<file path="config.mk">
export PLATFORM = sky130hd
export DESIGN_NAME = artnet_dmx_to_pixel_parser_top
export DESIGN_NICKNAME = d
export VERILOG_FILES = /design/src/rtl/core/artdmx_pkg.sv /design/src/rtl/core/artnet_dmx_to_pixel_parser_top.sv /design/src/rtl/core/artdmx_parse.sv
export VERILOG_INCLUDE_DIRS = /design/src /design/src/rtl/core
export SDC_FILE = /design/constraint.sdc
export NUM_CORES = 1
export LEC_CHECK = 0
export BUFFER_PORTS_ARGS = -buffer_cell sky130_fd_sc_hd__buf_2
export CAP_MARGIN = 10
export CORE_MARGIN = 1.5
export CORE_UTILIZATION = 64
export DETAILED_ROUTE_END_ITERATION = 10
export GPL_ROUTABILITY_DRIVEN = 1
export PLACE_DENSITY_LB_ADDON = 0.15
export SLEW_MARGIN = 30
export SYNTH_ARGS = -nofsm -noshare
export SYNTH_HDL_FRONTEND = slang
export SYNTH_SLANG_ARGS = --single-unit
</file>
<file path="constraint.sdc">
create_clock -name aclk -period 8.89 [get_ports aclk]
set_clock_uncertainty 0.2 [all_clocks]
set_input_delay 2.667 -clock aclk [delete_from_list [all_inputs] [get_ports aclk]]
set_output_delay 2.667 -clock aclk [all_outputs]
set_load 0.01 [all_outputs]
</file>
<file path="src/rtl/core/artnet_dmx_to_pixel_parser_top_defines.svh">
// Assertion helpers shared by the RTL.
`ifndef ARTNET_DMX_TO_PIXEL_PARSER_TOP_DEFINES_SVH
`define ARTNET_DMX_TO_PIXEL_PARSER_TOP_DEFINES_SVH

// Same-cycle implication, disabled while in reset.
`define ARTDMX_ASSERT_NOW(label, clk, rstn, ante, cons) \
    label: assert property (@(posedge clk) disable iff (!rstn) (ante) |-> (cons)) \
        else $error("assertion failed");

// Next-cycle implication, disabled while in reset.
`define ARTDMX_ASSERT_NEXT(label, clk, rstn, ante, cons) \
    label: assert property (@(posedge clk) disable iff (!rstn) (ante) |=> (cons)) \
        else $error("assertion failed");

`endif

</file>
<file path="src/rtl/core/artdmx_pkg.sv">
package artdmx_pkg;

    localparam int unsigned PIXEL_COUNT_DEF = 300;
    localparam int unsigned SPLIT_DEF       = 170;
    localparam int unsigned MAX_FRAME_DEF   = 1500;

    localparam int unsigned POS_W   = 11;
    localparam int unsigned PIX_W   = 9;
    localparam int unsigned UNIV_W  = 16;
    localparam int unsigned BYTE_W  = 8;
    localparam int unsigned CFG_IDX_W = 1;

    localparam logic [POS_W-1:0] POS_MAX     = '1;
    localparam logic [PIX_W-1:0] COUNTER_MAX = '1;

    localparam logic [POS_W-1:0] POS_ID_LEN     = POS_W'(8);
    localparam logic [POS_W-1:0] POS_OPCODE_LO  = POS_W'(8);
    localparam logic [POS_W-1:0] POS_OPCODE_HI  = POS_W'(9);
    localparam logic [POS_W-1:0] POS_UNIV_LO    = POS_W'(14);
    localparam logic [POS_W-1:0] POS_UNIV_HI    = POS_W'(15);
    localparam logic [POS_W-1:0] POS_DATA_START = POS_W'(18);

    localparam logic [15:0] OPC_ARTDMX = 16'h5000;
    localparam logic [15:0] OP_POLL    = 16'h2000;

    localparam logic [CFG_IDX_W-1:0] REG_FIRST_UNIVERSE  = 1'b0;
    localparam logic [CFG_IDX_W-1:0] REG_SECOND_UNIVERSE = 1'b1;

    localparam logic [UNIV_W-1:0] FIRST_UNIVERSE_RST  = 16'd1;
    localparam logic [UNIV_W-1:0] SECOND_UNIVERSE_RST = 16'd2;

    localparam logic [1:0] PHASE_RED   = 2'd0;
    localparam logic [1:0] PHASE_GREEN = 2'd1;
    localparam logic [1:0] PHASE_BLUE  = 2'd2;

    localparam logic [BYTE_W-1:0] ART_ID [8] = '{
        8'h41, 8'h72, 8'h74, 8'h2D, 8'h4E, 8'h65, 8'h74, 8'h00
    };

    typedef enum logic {
        EV_PIXEL = 1'b0,
        EV_POLL  = 1'b1
    } event_kind_t;

    typedef struct packed {
        event_kind_t       event_kind;
        logic [PIX_W-1:0]  pixel_index;
        logic [BYTE_W-1:0] red;
        logic [BYTE_W-1:0] green;
        logic [BYTE_W-1:0] blue;
    } result_t;

endpackage

</file>
<file path="src/rtl/core/artnet_dmx_to_pixel_parser_top.sv">
// Art-Net receive parser: takes one UDP payload byte per transfer, checks the
// "Art-Net" ID, and turns ArtDMX (OpOutput) data of the two configured
// universes into pixel writes (one per RGB triplet) and an ArtPoll datagram
// into a poll event on its last byte. A byte is accepted every clock while the
// skid entry is empty; its result, if any, is registered in the output register
// or the skid entry. A two-entry output buffer lets input keep flowing while one
// result waits on m_ready. Write the universe registers only while idle.
`include "artnet_dmx_to_pixel_parser_top_defines.svh"

module artnet_dmx_to_pixel_parser_top #(
    parameter int unsigned PIXEL_COUNT = artdmx_pkg::PIXEL_COUNT_DEF,
    parameter int unsigned SPLIT       = artdmx_pkg::SPLIT_DEF,
    parameter int unsigned MAX_FRAME   = artdmx_pkg::MAX_FRAME_DEF
) (
    input  logic                             aclk,
    input  logic                             aresetn,

    input  logic                             cfg_wr_en,
    input  logic [artdmx_pkg::CFG_IDX_W-1:0] cfg_index,
    input  logic [artdmx_pkg::UNIV_W-1:0]    cfg_wr_data,

    input  logic                             s_valid,
    output logic                             s_ready,
    input  logic [artdmx_pkg::BYTE_W-1:0]    s_data_byte,
    input  logic                             s_last_byte,

    output logic                             m_valid,
    input  logic                             m_ready,
    output logic                             m_event_kind,
    output logic [artdmx_pkg::PIX_W-1:0]     m_pixel_index,
    output logic [artdmx_pkg::BYTE_W-1:0]    m_red,
    output logic [artdmx_pkg::BYTE_W-1:0]    m_green,
    output logic [artdmx_pkg::BYTE_W-1:0]    m_blue
);
    import artdmx_pkg::*;

    logic [UNIV_W-1:0] first_univ_reg, second_univ_reg;

    logic    in_xfer;
    logic    res_valid;
    result_t res;

    logic    main_valid_reg, main_valid_next;
    result_t main_reg, main_next;
    logic    skid_valid_reg, skid_valid_next;
    result_t skid_reg, skid_next;

    always_ff @(posedge aclk) begin
        if (!aresetn) begin
            first_univ_reg  <= FIRST_UNIVERSE_RST;
            second_univ_reg <= SECOND_UNIVERSE_RST;
        end else if (cfg_wr_en) begin
            case (cfg_index)
                REG_FIRST_UNIVERSE:  first_univ_reg  <= cfg_wr_data;
                REG_SECOND_UNIVERSE: second_univ_reg <= cfg_wr_data;
                default: ;
            endcase
        end
    end

    assign s_ready = !skid_valid_reg;
    assign in_xfer = s_valid && s_ready;

    artdmx_parse #(
        .PIXEL_COUNT (PIXEL_COUNT),
        .SPLIT       (SPLIT),
        .MAX_FRAME   (MAX_FRAME)
    ) u_parse (
        .aclk            (aclk),
        .aresetn         (aresetn),
        .in_xfer         (in_xfer),
        .data_byte       (s_data_byte),
        .last_byte       (s_last_byte),
        .first_universe  (first_univ_reg),
        .second_universe (second_univ_reg),
        .res_valid       (res_valid),
        .res             (res)
    );

    always_comb begin
        main_valid_next = main_valid_reg;
        main_next       = main_reg;
        skid_valid_next = skid_valid_reg;
        skid_next       = skid_reg;
        if (!main_valid_reg || m_ready) begin
            if (skid_valid_reg) begin
                main_valid_next = 1'b1;
                main_next       = skid_reg;
                skid_valid_next = 1'b0;
            end else if (res_valid) begin
                main_valid_next = 1'b1;
                main_next       = res;
            end else begin
                main_valid_next = 1'b0;
            end
        end else if (res_valid) begin
            skid_valid_next = 1'b1;
            skid_next       = res;
        end
    end

    always_ff @(posedge aclk) begin
        if (!aresetn) begin
            main_valid_reg <= 1'b0;
            skid_valid_reg <= 1'b0;
        end else begin
            main_valid_reg <= main_valid_next;
            skid_valid_reg <= skid_valid_next;
        end
    end

    always_ff @(posedge aclk) begin
        main_reg <= main_next;
        skid_reg <= skid_next;
    end

    assign m_valid       = main_valid_reg;
    assign m_event_kind  = main_reg.event_kind;
    assign m_pixel_index = main_reg.pixel_index;
    assign m_red         = main_reg.red;
    assign m_green       = main_reg.green;
    assign m_blue        = main_reg.blue;

    `ARTDMX_ASSERT_NOW(a_skid_implies_main, aclk, aresetn,
        skid_valid_reg, main_valid_reg)
    `ARTDMX_ASSERT_NOW(a_poll_payload_zero, aclk, aresetn,
        m_valid && (m_event_kind == EV_POLL),
        (m_pixel_index == '0) && (m_red == '0) && (m_green == '0) && (m_blue == '0))
    `ARTDMX_ASSERT_NOW(a_pixel_in_range, aclk, aresetn,
        m_valid && (m_event_kind == EV_PIXEL),
        (PIX_W+1)'(m_pixel_index) < (PIX_W+1)'(PIXEL_COUNT))
    `ARTDMX_ASSERT_NEXT(a_skid_holds, aclk, aresetn,
        skid_valid_reg && !m_ready, skid_valid_reg && main_valid_reg)

endmodule

</file>
<file path="src/rtl/core/artdmx_parse.sv">
module artdmx_parse #(
    parameter int unsigned PIXEL_COUNT = artdmx_pkg::PIXEL_COUNT_DEF,
    parameter int unsigned SPLIT       = artdmx_pkg::SPLIT_DEF,
    parameter int unsigned MAX_FRAME   = artdmx_pkg::MAX_FRAME_DEF
) (
    input  logic                          aclk,
    input  logic                          aresetn,
    input  logic                          in_xfer,
    input  logic [artdmx_pkg::BYTE_W-1:0] data_byte,
    input  logic                          last_byte,
    input  logic [artdmx_pkg::UNIV_W-1:0] first_universe,
    input  logic [artdmx_pkg::UNIV_W-1:0] second_universe,
    output logic                          res_valid,
    output artdmx_pkg::result_t           res
);
    import artdmx_pkg::*;

    localparam logic [POS_W-1:0] MAX_FRAME_P   = POS_W'(MAX_FRAME);
    localparam logic [PIX_W:0]   SPLIT_P       = (PIX_W+1)'(SPLIT);
    localparam logic [PIX_W:0]   PIXEL_COUNT_P = (PIX_W+1)'(PIXEL_COUNT);

    logic [POS_W-1:0]  pos_reg, pos_next;
    logic              hdr_ok_reg, hdr_ok_next;
    logic [15:0]       opcode_reg, opcode_next;
    logic [UNIV_W-1:0] univ_reg, univ_next;
    logic [1:0]        phase_reg, phase_next;
    logic [BYTE_W-1:0] red_reg, red_next;
    logic [BYTE_W-1:0] green_reg, green_next;
    logic [PIX_W-1:0]  pix_cnt_reg, pix_cnt_next;

    logic              in_data;
    logic              hit;
    logic              poll;
    logic [PIX_W-1:0]  hit_idx;
    logic [PIX_W:0]    second_idx;

    assign in_data = (pos_reg >= POS_DATA_START) && (pos_reg < MAX_FRAME_P)
                     && hdr_ok_reg && (opcode_reg == OPC_ARTDMX);
    assign second_idx = SPLIT_P + {1'b0, pix_cnt_reg};

    always_comb begin
        hit     = 1'b0;
        hit_idx = '0;
        if (univ_reg == first_universe) begin
            if ({1'b0, pix_cnt_reg} < SPLIT_P) begin
                hit     = 1'b1;
                hit_idx = pix_cnt_reg;
            end
        end else if (univ_reg == second_universe) begin
            if (second_idx < PIXEL_COUNT_P) begin
                hit     = 1'b1;
                hit_idx = second_idx[PIX_W-1:0];
            end
        end
    end

    always_comb begin
        pos_next     = pos_reg;
        hdr_ok_next  = hdr_ok_reg;
        opcode_next  = opcode_reg;
        univ_next    = univ_reg;
        phase_next   = phase_reg;
        red_next     = red_reg;
        green_next   = green_reg;
        pix_cnt_next = pix_cnt_reg;
        res_valid    = 1'b0;
        poll         = 1'b0;
        res          = '{event_kind: EV_PIXEL, pixel_index: '0,
                         red: '0, green: '0, blue: '0};
        if (in_xfer) begin
            if (pos_reg < POS_ID_LEN) begin
                if (data_byte != ART_ID[pos_reg[2:0]]) begin
                    hdr_ok_next = 1'b0;
                end
            end else if (pos_reg == POS_OPCODE_LO) begin
                opcode_next[7:0] = data_byte;
            end else if (pos_reg == POS_OPCODE_HI) begin
                opcode_next[15:8] = data_byte;
            end else if (pos_reg == POS_UNIV_LO) begin
                univ_next[7:0] = data_byte;
            end else if (pos_reg == POS_UNIV_HI) begin
                univ_next[15:8] = data_byte;
            end else if (in_data) begin
                case (phase_reg)
                    PHASE_RED: begin
                        red_next   = data_byte;
                        phase_next = PHASE_GREEN;
                    end
                    PHASE_GREEN: begin
                        green_next = data_byte;
                        phase_next = PHASE_BLUE;
                    end
                    default: begin
                        phase_next = PHASE_RED;
                        if (hit) begin
                            res_valid = 1'b1;
                            res = '{event_kind: EV_PIXEL, pixel_index: hit_idx,
                                    red: red_reg, green: green_reg, blue: data_byte};
                        end
                        if (pix_cnt_reg != COUNTER_MAX) begin
                            pix_cnt_next = pix_cnt_reg + PIX_W'(1);
                        end
                    end
                endcase
            end

            if (pos_reg != POS_MAX) begin
                pos_next = pos_reg + POS_W'(1);
            end

            if (last_byte) begin
                poll = !res_valid && hdr_ok_next && (pos_reg >= POS_OPCODE_HI)
                       && (opcode_next == OP_POLL);
                if (poll) begin
                    res_valid = 1'b1;
                    res = '{event_kind: EV_POLL, pixel_index: '0,
                            red: '0, green: '0, blue: '0};
                end
                pos_next     = '0;
                hdr_ok_next  = 1'b1;
                opcode_next  = '0;
                univ_next    = '0;
                phase_next   = PHASE_RED;
                red_next     = '0;
                green_next   = '0;
                pix_cnt_next = '0;
            end
        end
    end

    always_ff @(posedge aclk) begin
        if (!aresetn) begin
            pos_reg     <= '0;
            hdr_ok_reg  <= 1'b1;
            opcode_reg  <= '0;
            univ_reg    <= '0;
            phase_reg   <= PHASE_RED;
            red_reg     <= '0;
            green_reg   <= '0;
            pix_cnt_reg <= '0;
        end else begin
            pos_reg     <= pos_next;
            hdr_ok_reg  <= hdr_ok_next;
            opcode_reg  <= opcode_next;
            univ_reg    <= univ_next;
            phase_reg   <= phase_next;
            red_reg     <= red_next;
            green_reg   <= green_next;
            pix_cnt_reg <= pix_cnt_next;
        end
    end

endmodule

</file>
==> reports/metrics.cfg, run 1 <==
[logic_synthesis]
synth_ff_type = dfxtp_1
synth_edf_count = 68
ys_ff_latch = 173
synth_warnings = 0
syn-instance-count = 806
netlist_area_um2 = 8060
synth_seq_area_share_pct = 51.4
ys_types = 68
synthArstFlopShare_pct = 0
syn_area_per_cell_um2 = 10.0
syn-num-nets = 848

[routing]
drc = 0
wirelength_um = 17200
firstDrtPassIters = 5
vias = 6165
ant_nets = 0
drt_first_iter_violations = 604
wire_per_inst_um = 16.8
viasPerCell = 6.03

[clock_tree]
cts_buffers = 17
h-tree-depth = 4
clk_pin_slew_ns = 0.06
cts_setup_buffers = 0
cts_hold_buf = 0
insertion_delay_ns = 0.43
cts_root_buf = clkbuf_16
numClockSinks = 173
postCtsResizedCells = 0
cts_buffer_depth = 2
cts_tree = yes

[sta]
maxSlewViolCount = 0
relSlewSlack_pct = 39.3
worst_pin_slew_ns = 0.903
finalSetupViolCount = 0
fin_setup_tns_ns = 0
rsz0062_at_grt = false
fmax_mhz = 203
setup_ws_ns = 3.97
fin_crit_ns = 4.92
hold_viol_final = 0
finalCritPeriodShare_pct = 55.4

[critical_path]
worst_setup_path_end_kind = register
startpoint_type = input pin
required_ns = 8.76
cp_data_arrival_time_ns = 4.80
crit_fanout = 34
crit_type = in2reg

[finish]
area_growth_pct = 12.2
drive_gt1_share_pct = 14.2
nets = 883
largest_reg_flops = 34
antenna_cells = 0

[grt]
grt_usage_pct = 26.9
overflow = 0
grt_max_degree = 103
grt_pass1_wl_um = 28000
grt_pass1_vias = 5869
antenna_found_initial = 0

[pwr]
p_comb_share_pct = 4.9
switchingPower_uw = 365
ir_drop_mv = 0.158
powerDensity_nw_per_um2 = 183
p_leak_uw = 0.00324
seq_power_share_pct = 50.5
p_int_uw = 1290
totalPowerFinal_uw = 1650
p_sw_share_pct = 22.1
clockPowerShare_pct = 44.6

[die]
core_area_um2 = 12200
rows = 40
die_area_um2 = 13300
die_x_um = 115
die_h_um = 115
start_util_pct = 66.3
pin_count = 67

[place]
place_hpwl_um = 11700
place_congestion = 0.909
io_buffers = 66
preCtsSetupSlack_ns = 3.57

[worst_hold_path]
min_path_type = reg2reg

[run]
maxCapViolCount = 0

[run_status]
outcome = completed

==> critical path: stages <==
cell and delay (ns):
buf_2 0.17, nor4_1 0.40, and3b_1 0.21, mux2_2 0.15, o211ai_1 0.18, o2bb2ai_1 0.20
a41oi_1 0.25, and2_1 0.17, buf_4 0.38
==> cell usage after synthesis, types with 3 or more instances <==
cell type    n  area [um2]
buf_2        7        35.0
o21ai_1      5        25.0
nor3_1      10        50.1
or3_1        4        25.0
xnor2_1     26         228
nor4_1       9        56.3
xor2_1      27         236
nand2b_1     6        37.5
and2_1      34         213
dfxtp_1    105        2100
o21ai_0     31         155
clkbuf_1    41         154
and3_1      10        62.6
nand4_1     10        62.6
a211oi_1     4        30.0
nand2_1     95         357
a22oi_1     34         255
edfxtp_1    68        2040
nor2_1      36         135
nor2b_1     53         332
a21oi_1     10        50.1
a21o_1       8        60.1
nand3_1     31         155
a21boi_0    31         233
o31ai_1      4        30.0
inv_1       13        48.8
a22o_1      30         263
ha_1        11         138
buf_1        3        11.3
==> path summary, 6_finish.rpt <==
path	cells after the start	to	from	slack, ns
setup / recovery	9	m_red[2]	s_data_byte[1]	3.97
hold / removal	2	u_parse.green_reg[5]	u_parse.green_reg[5]	0.28
setup reg to reg	10	m_red[2]	u_parse.pos_reg[1]	5.30
hold reg to reg	2	u_parse.green_reg[5]	u_parse.green_reg[5]	0.28
==> logic make-up (layout without fill, tap and decap cells) <==
group	after synthesis	after routing	share of synthesized area, %
AO/OA/AOI/OAI	182	182	16.5
XOR/XNOR	53	53	5.76
adder cells (fa/ha/maj)	11	11	1.71
buffers and inverters	68	116	3.48
flip-flops	173	173	51.4
multiplexers	3	3	0.388
AND/OR/NAND/NOR	316	316	20.8
==> cell usage in the layout (no fill, tap or decap), types with 4 or more instances in the layout <==
master / instances
nand2b_1: 6
inv_1: 13
a22o_1: 30
buf_2: 66
ha_1: 11
nand3_1: 31
xnor2_1: 26
clkinv_4: 4
o21ai_1: 4
nor4_1: 8
nand2_1: 95
a21o_1: 8
nor2_1: 36
a22oi_1: 34
nor3_1: 10
a21oi_1: 9
and2_1: 34
edfxtp_1: 68
dfxtp_1: 105
buf_4: 5
a21boi_0: 31
and3_1: 10
clkbuf_16: 17
nand4_1: 10
or3_1: 4
nor2b_1: 52
o21ai_0: 31
o31ai_1: 4
xor2_1: 27
==> cell type report <==
| cell class | count | area [um2] |
|---|---|---|
| Sequential cell | 173 | 4140 |
| Fill cell | 854 | 3110 |
| Timing Repair Buffer | 71 | 368 |
| Inverter | 13 | 48.8 |
| Clock inverter | 11 | 135 |
| Clock buffer | 21 | 460 |
| Tap cell | 168 | 210 |
| Multi-Input combinational cell | 565 | 3680 |
==> through the flow <==
step,hold slack [ns],area (um2),cells,util (%)
final,0.276,9050,1022,74.4
after global routing,0.300,9050,1022,74.4
after CTS,0.277,9040,1022,74.4
after detailed placement,0.268,8450,990,69.5
after global placement,0.257,8440,990,69.4
after floorplan,0.245,8060,806,-
==> power groups by stage <==
stage               clock network, uW  registers, uW  logic [uW]
floorplan                           0            850        56.4
global placement                    0            852        76.0
detailed placement                  0            852        79.8
CTS                               747            835        80.4
global route                      778            836        89.5
finish                            737            835        81.4
==> routing by layer <==
layer | global-route usage, % | vias up | part of all wire (%)
met2 | 43.6 | 239 | 48
met3 | 5.32 | 44 | 6.1
met1 | 35.5 | 2938 | 44
met5 | 0 | - | 0
li1 | - | 2944 | -
met4 | 11.7 | 0 | 2.2
No activity file was read; power rests on OpenSTA's default activity.
==> run 2: changes to the inputs <==
--- a/config.mk
+++ b/config.mk
@@ -9,7 +9,7 @@
 export BUFFER_PORTS_ARGS = -buffer_cell sky130_fd_sc_hd__buf_2
 export CAP_MARGIN = 10
 export CORE_MARGIN = 1.5
-export CORE_UTILIZATION = 64
+export CORE_UTILIZATION = 54
 export DETAILED_ROUTE_END_ITERATION = 10
 export GPL_ROUTABILITY_DRIVEN = 1
 export PLACE_DENSITY_LB_ADDON = 0.15
==> constraint.sdc (replaced) <==
create_clock -name aclk -period 4.4 [get_ports aclk]
set_clock_uncertainty 0.2 [all_clocks]
set_input_delay 1.32 -clock aclk [delete_from_list [all_inputs] [get_ports aclk]]
set_output_delay 1.32 -clock aclk [all_outputs]
set_load 0.01 [all_outputs]
==> run 2 against run 1 <==
Net effect:
- sequential share of layout area shrank 0.31 points
- via count shrank 1.2%
- largest cell class unchanged
- highest routed layer unchanged
- sequential power grew 100%
- core utilization shrank 12 points
- critical endpoint is now m_blue[1]
- register-to-register slack lost 4.4 ns
==> reports/metrics.cfg, run 2 (synthesis gave the netlist of run 1 again) <==
[clock_tree]
cts_buffers = 17
cts_buffer_depth = 2
cts_root_buf = clkbuf_16
cts_setup_buffers = 0
cts_hold_buf = 0
numClockSinks = 173
cts_tree = yes
h-tree-depth = 4
postCtsResizedCells = 0
insertion_delay_ns = 0.43
clk_pin_slew_ns = 0.06

[critical_path]
ff2ff_setup_slack_ns = 0.93
cp.depth = 10
crit_slowest_cell = dfxtp_1
cp_data_arrival_time_ns = 3.39
worst_path_largest_cell_delay_ns = 0.52
startpoint_type = register
required_ns = 4.32
crit_fanout = 34
r2r-end = m_blue[1]
crit_buf_inv = 2
crit_start = u_parse.pos_reg[1]
cp_cell_sequence = inv_1, ha_1, nand2b_1, nor4_4, nor4_1, o211ai_1, o2bb2ai_1, a41oi_1, and2_1, buf_12
r2r_start = u_parse.pos_reg[1]
crit_path_end = m_blue[1]
crit_type = reg2reg
worst_setup_path_end_kind = register
reg2reg_depth = 10
cp_top_family = simple AND/OR/NAND/NOR gates

[place]
place_congestion = 0.895
preCtsSetupSlack_ns = 0.638
place_area_um2 = 8510
dpl.cell_count = 1011
place_hpwl_um = 12500
io_buffers = 66

[grt]
met3_usage_pct = 5.43
grt_usage_pct = 23.3
grt_busiest_layer = met2
grt_max_degree = 61
grt_pass1_vias = 5704
grt_pass1_wl_um = 29100
overflow = 0
antenna_found_initial = 0
grtUsageMet1_pct = 30.8
gr-usage-met2_pct = 38.3

[routing]
wirelength_um = 18000
drc = 0
viasPerCell = 5.84
drt_first_iter_violations = 651
ant_nets = 0
vias = 6094
firstDrtPassIters = 5
wire_per_inst_um = 17.3

[die]
die_area_um2 = 15700
pin_count = 67
die_x_um = 125
start_util_pct = 55.5
rows = 44
die_h_um = 125
core_area_um2 = 14500

[finish]
layout_common_cells = dfxtp_1, nand2_1, edfxtp_1
area_growth_pct = 13.0
stdcell_count = 1043
drive_gt1_share_pct = 14.6
antenna_cells = 0
nets = 888
final_common_cell = dfxtp_1
largest_reg_flops = 34
final_cell_area_um2 = 9110

[sta]
relSlewSlack_pct = 39.2
maxSlewViolCount = 0
fin_worst_hold_slack_ns = 0.278
rsz0062_at_grt = false
worst_pin_slew_ns = 0.905
hold_viol_final = 0
finalSetupViolCount = 0
fin_setup_tns_ns = 0
fmax_mhz = 288
setup_ws_ns = 0.931
finalCritPeriodShare_pct = 78.8
fin_crit_ns = 3.47

[pwr]
powerDensity_nw_per_um2 = 370
ir_drop_mv = 0.288
p_int_uw = 2630
p_leak_uw = 0.00341
p_comb_share_pct = 4.9
switchingPower_uw = 745
p_sw_share_pct = 22.1
clockPowerShare_pct = 45.0
seq_power_share_pct = 50.1

[worst_hold_path]
min_path_type = reg2reg

[run_status]
outcome = completed

[run]
maxCapViolCount = 0

run 2: cell types whose count changed in the layout (fill, tap and decap cells not counted), sizes merged:
cell | previous run | this run
clkinvlp | 3 | 6
buf | 71 | 76
clkinv | 4 | 3
bufinv | 2 | 3
clkbuf | 21 | 19
inv | 15 | 14
run 2: worst register-to-register path, cell delays in order, from the launching register on:
cell and delay, ns:
dfxtp_1 0.52, inv_1 0.18, ha_1 0.32, nand2b_1 0.19
nor4_4 0.07, nor4_1 0.49, o211ai_1 0.28, o2bb2ai_1 0.18
a41oi_1 0.26, and2_1 0.22, buf_12 0.21
run 2: power groups by stage:
stage | logic (uW) | clock network [uW] | registers, uW
4_1_cts | 164 | 1540 | 1690
2_1_floorplan | 114 | 0 | 1720
5_1_grt | 181 | 1620 | 1690
3_3_place_gp | 159 | 0 | 1720
6_report | 165 | 1520 | 1690
3_5_place_dp | 163 | 0 | 1720
run 2: worst min path at each step:
stage	startpoint	endpoint	slack, ns	depth (start not counted)
after floorplan	u_parse.red_reg[7]	u_parse.red_reg[7]	0.25	2
after global placement	second_univ_reg[0]	second_univ_reg[0]	0.26	2
after detailed placement	first_univ_reg[7]	first_univ_reg[7]	0.27	2
after CTS	second_univ_reg[2]	second_univ_reg[2]	0.28	2
after global routing	first_univ_reg[7]	first_univ_reg[7]	0.30	2
final	second_univ_reg[2]	second_univ_reg[2]	0.28	2
run 2: stage by stage:
stage	power [uW]	util, %
after global routing	3490	62.7
after floorplan	1830	-
after global placement	1880	58.5
after detailed placement	1890	58.6
final	3370	62.7
after CTS	3390	62.7
run 2: metal layers:
metal	vias up	part of all wire, %
met3	22	6.1
met1	2930	44
met5	-	0
met2	192	48
met4	0	1.4
li1	2950	-
run 2: layout make-up:
type,count,area [um2]
tap,184,230
timing repair buffer,76,418
clock buffer,19,433
sequential,173,4140
inverter,13,48.8
multi-input combinational,565,3670
fill,1197,5420
clock inverter,13,166
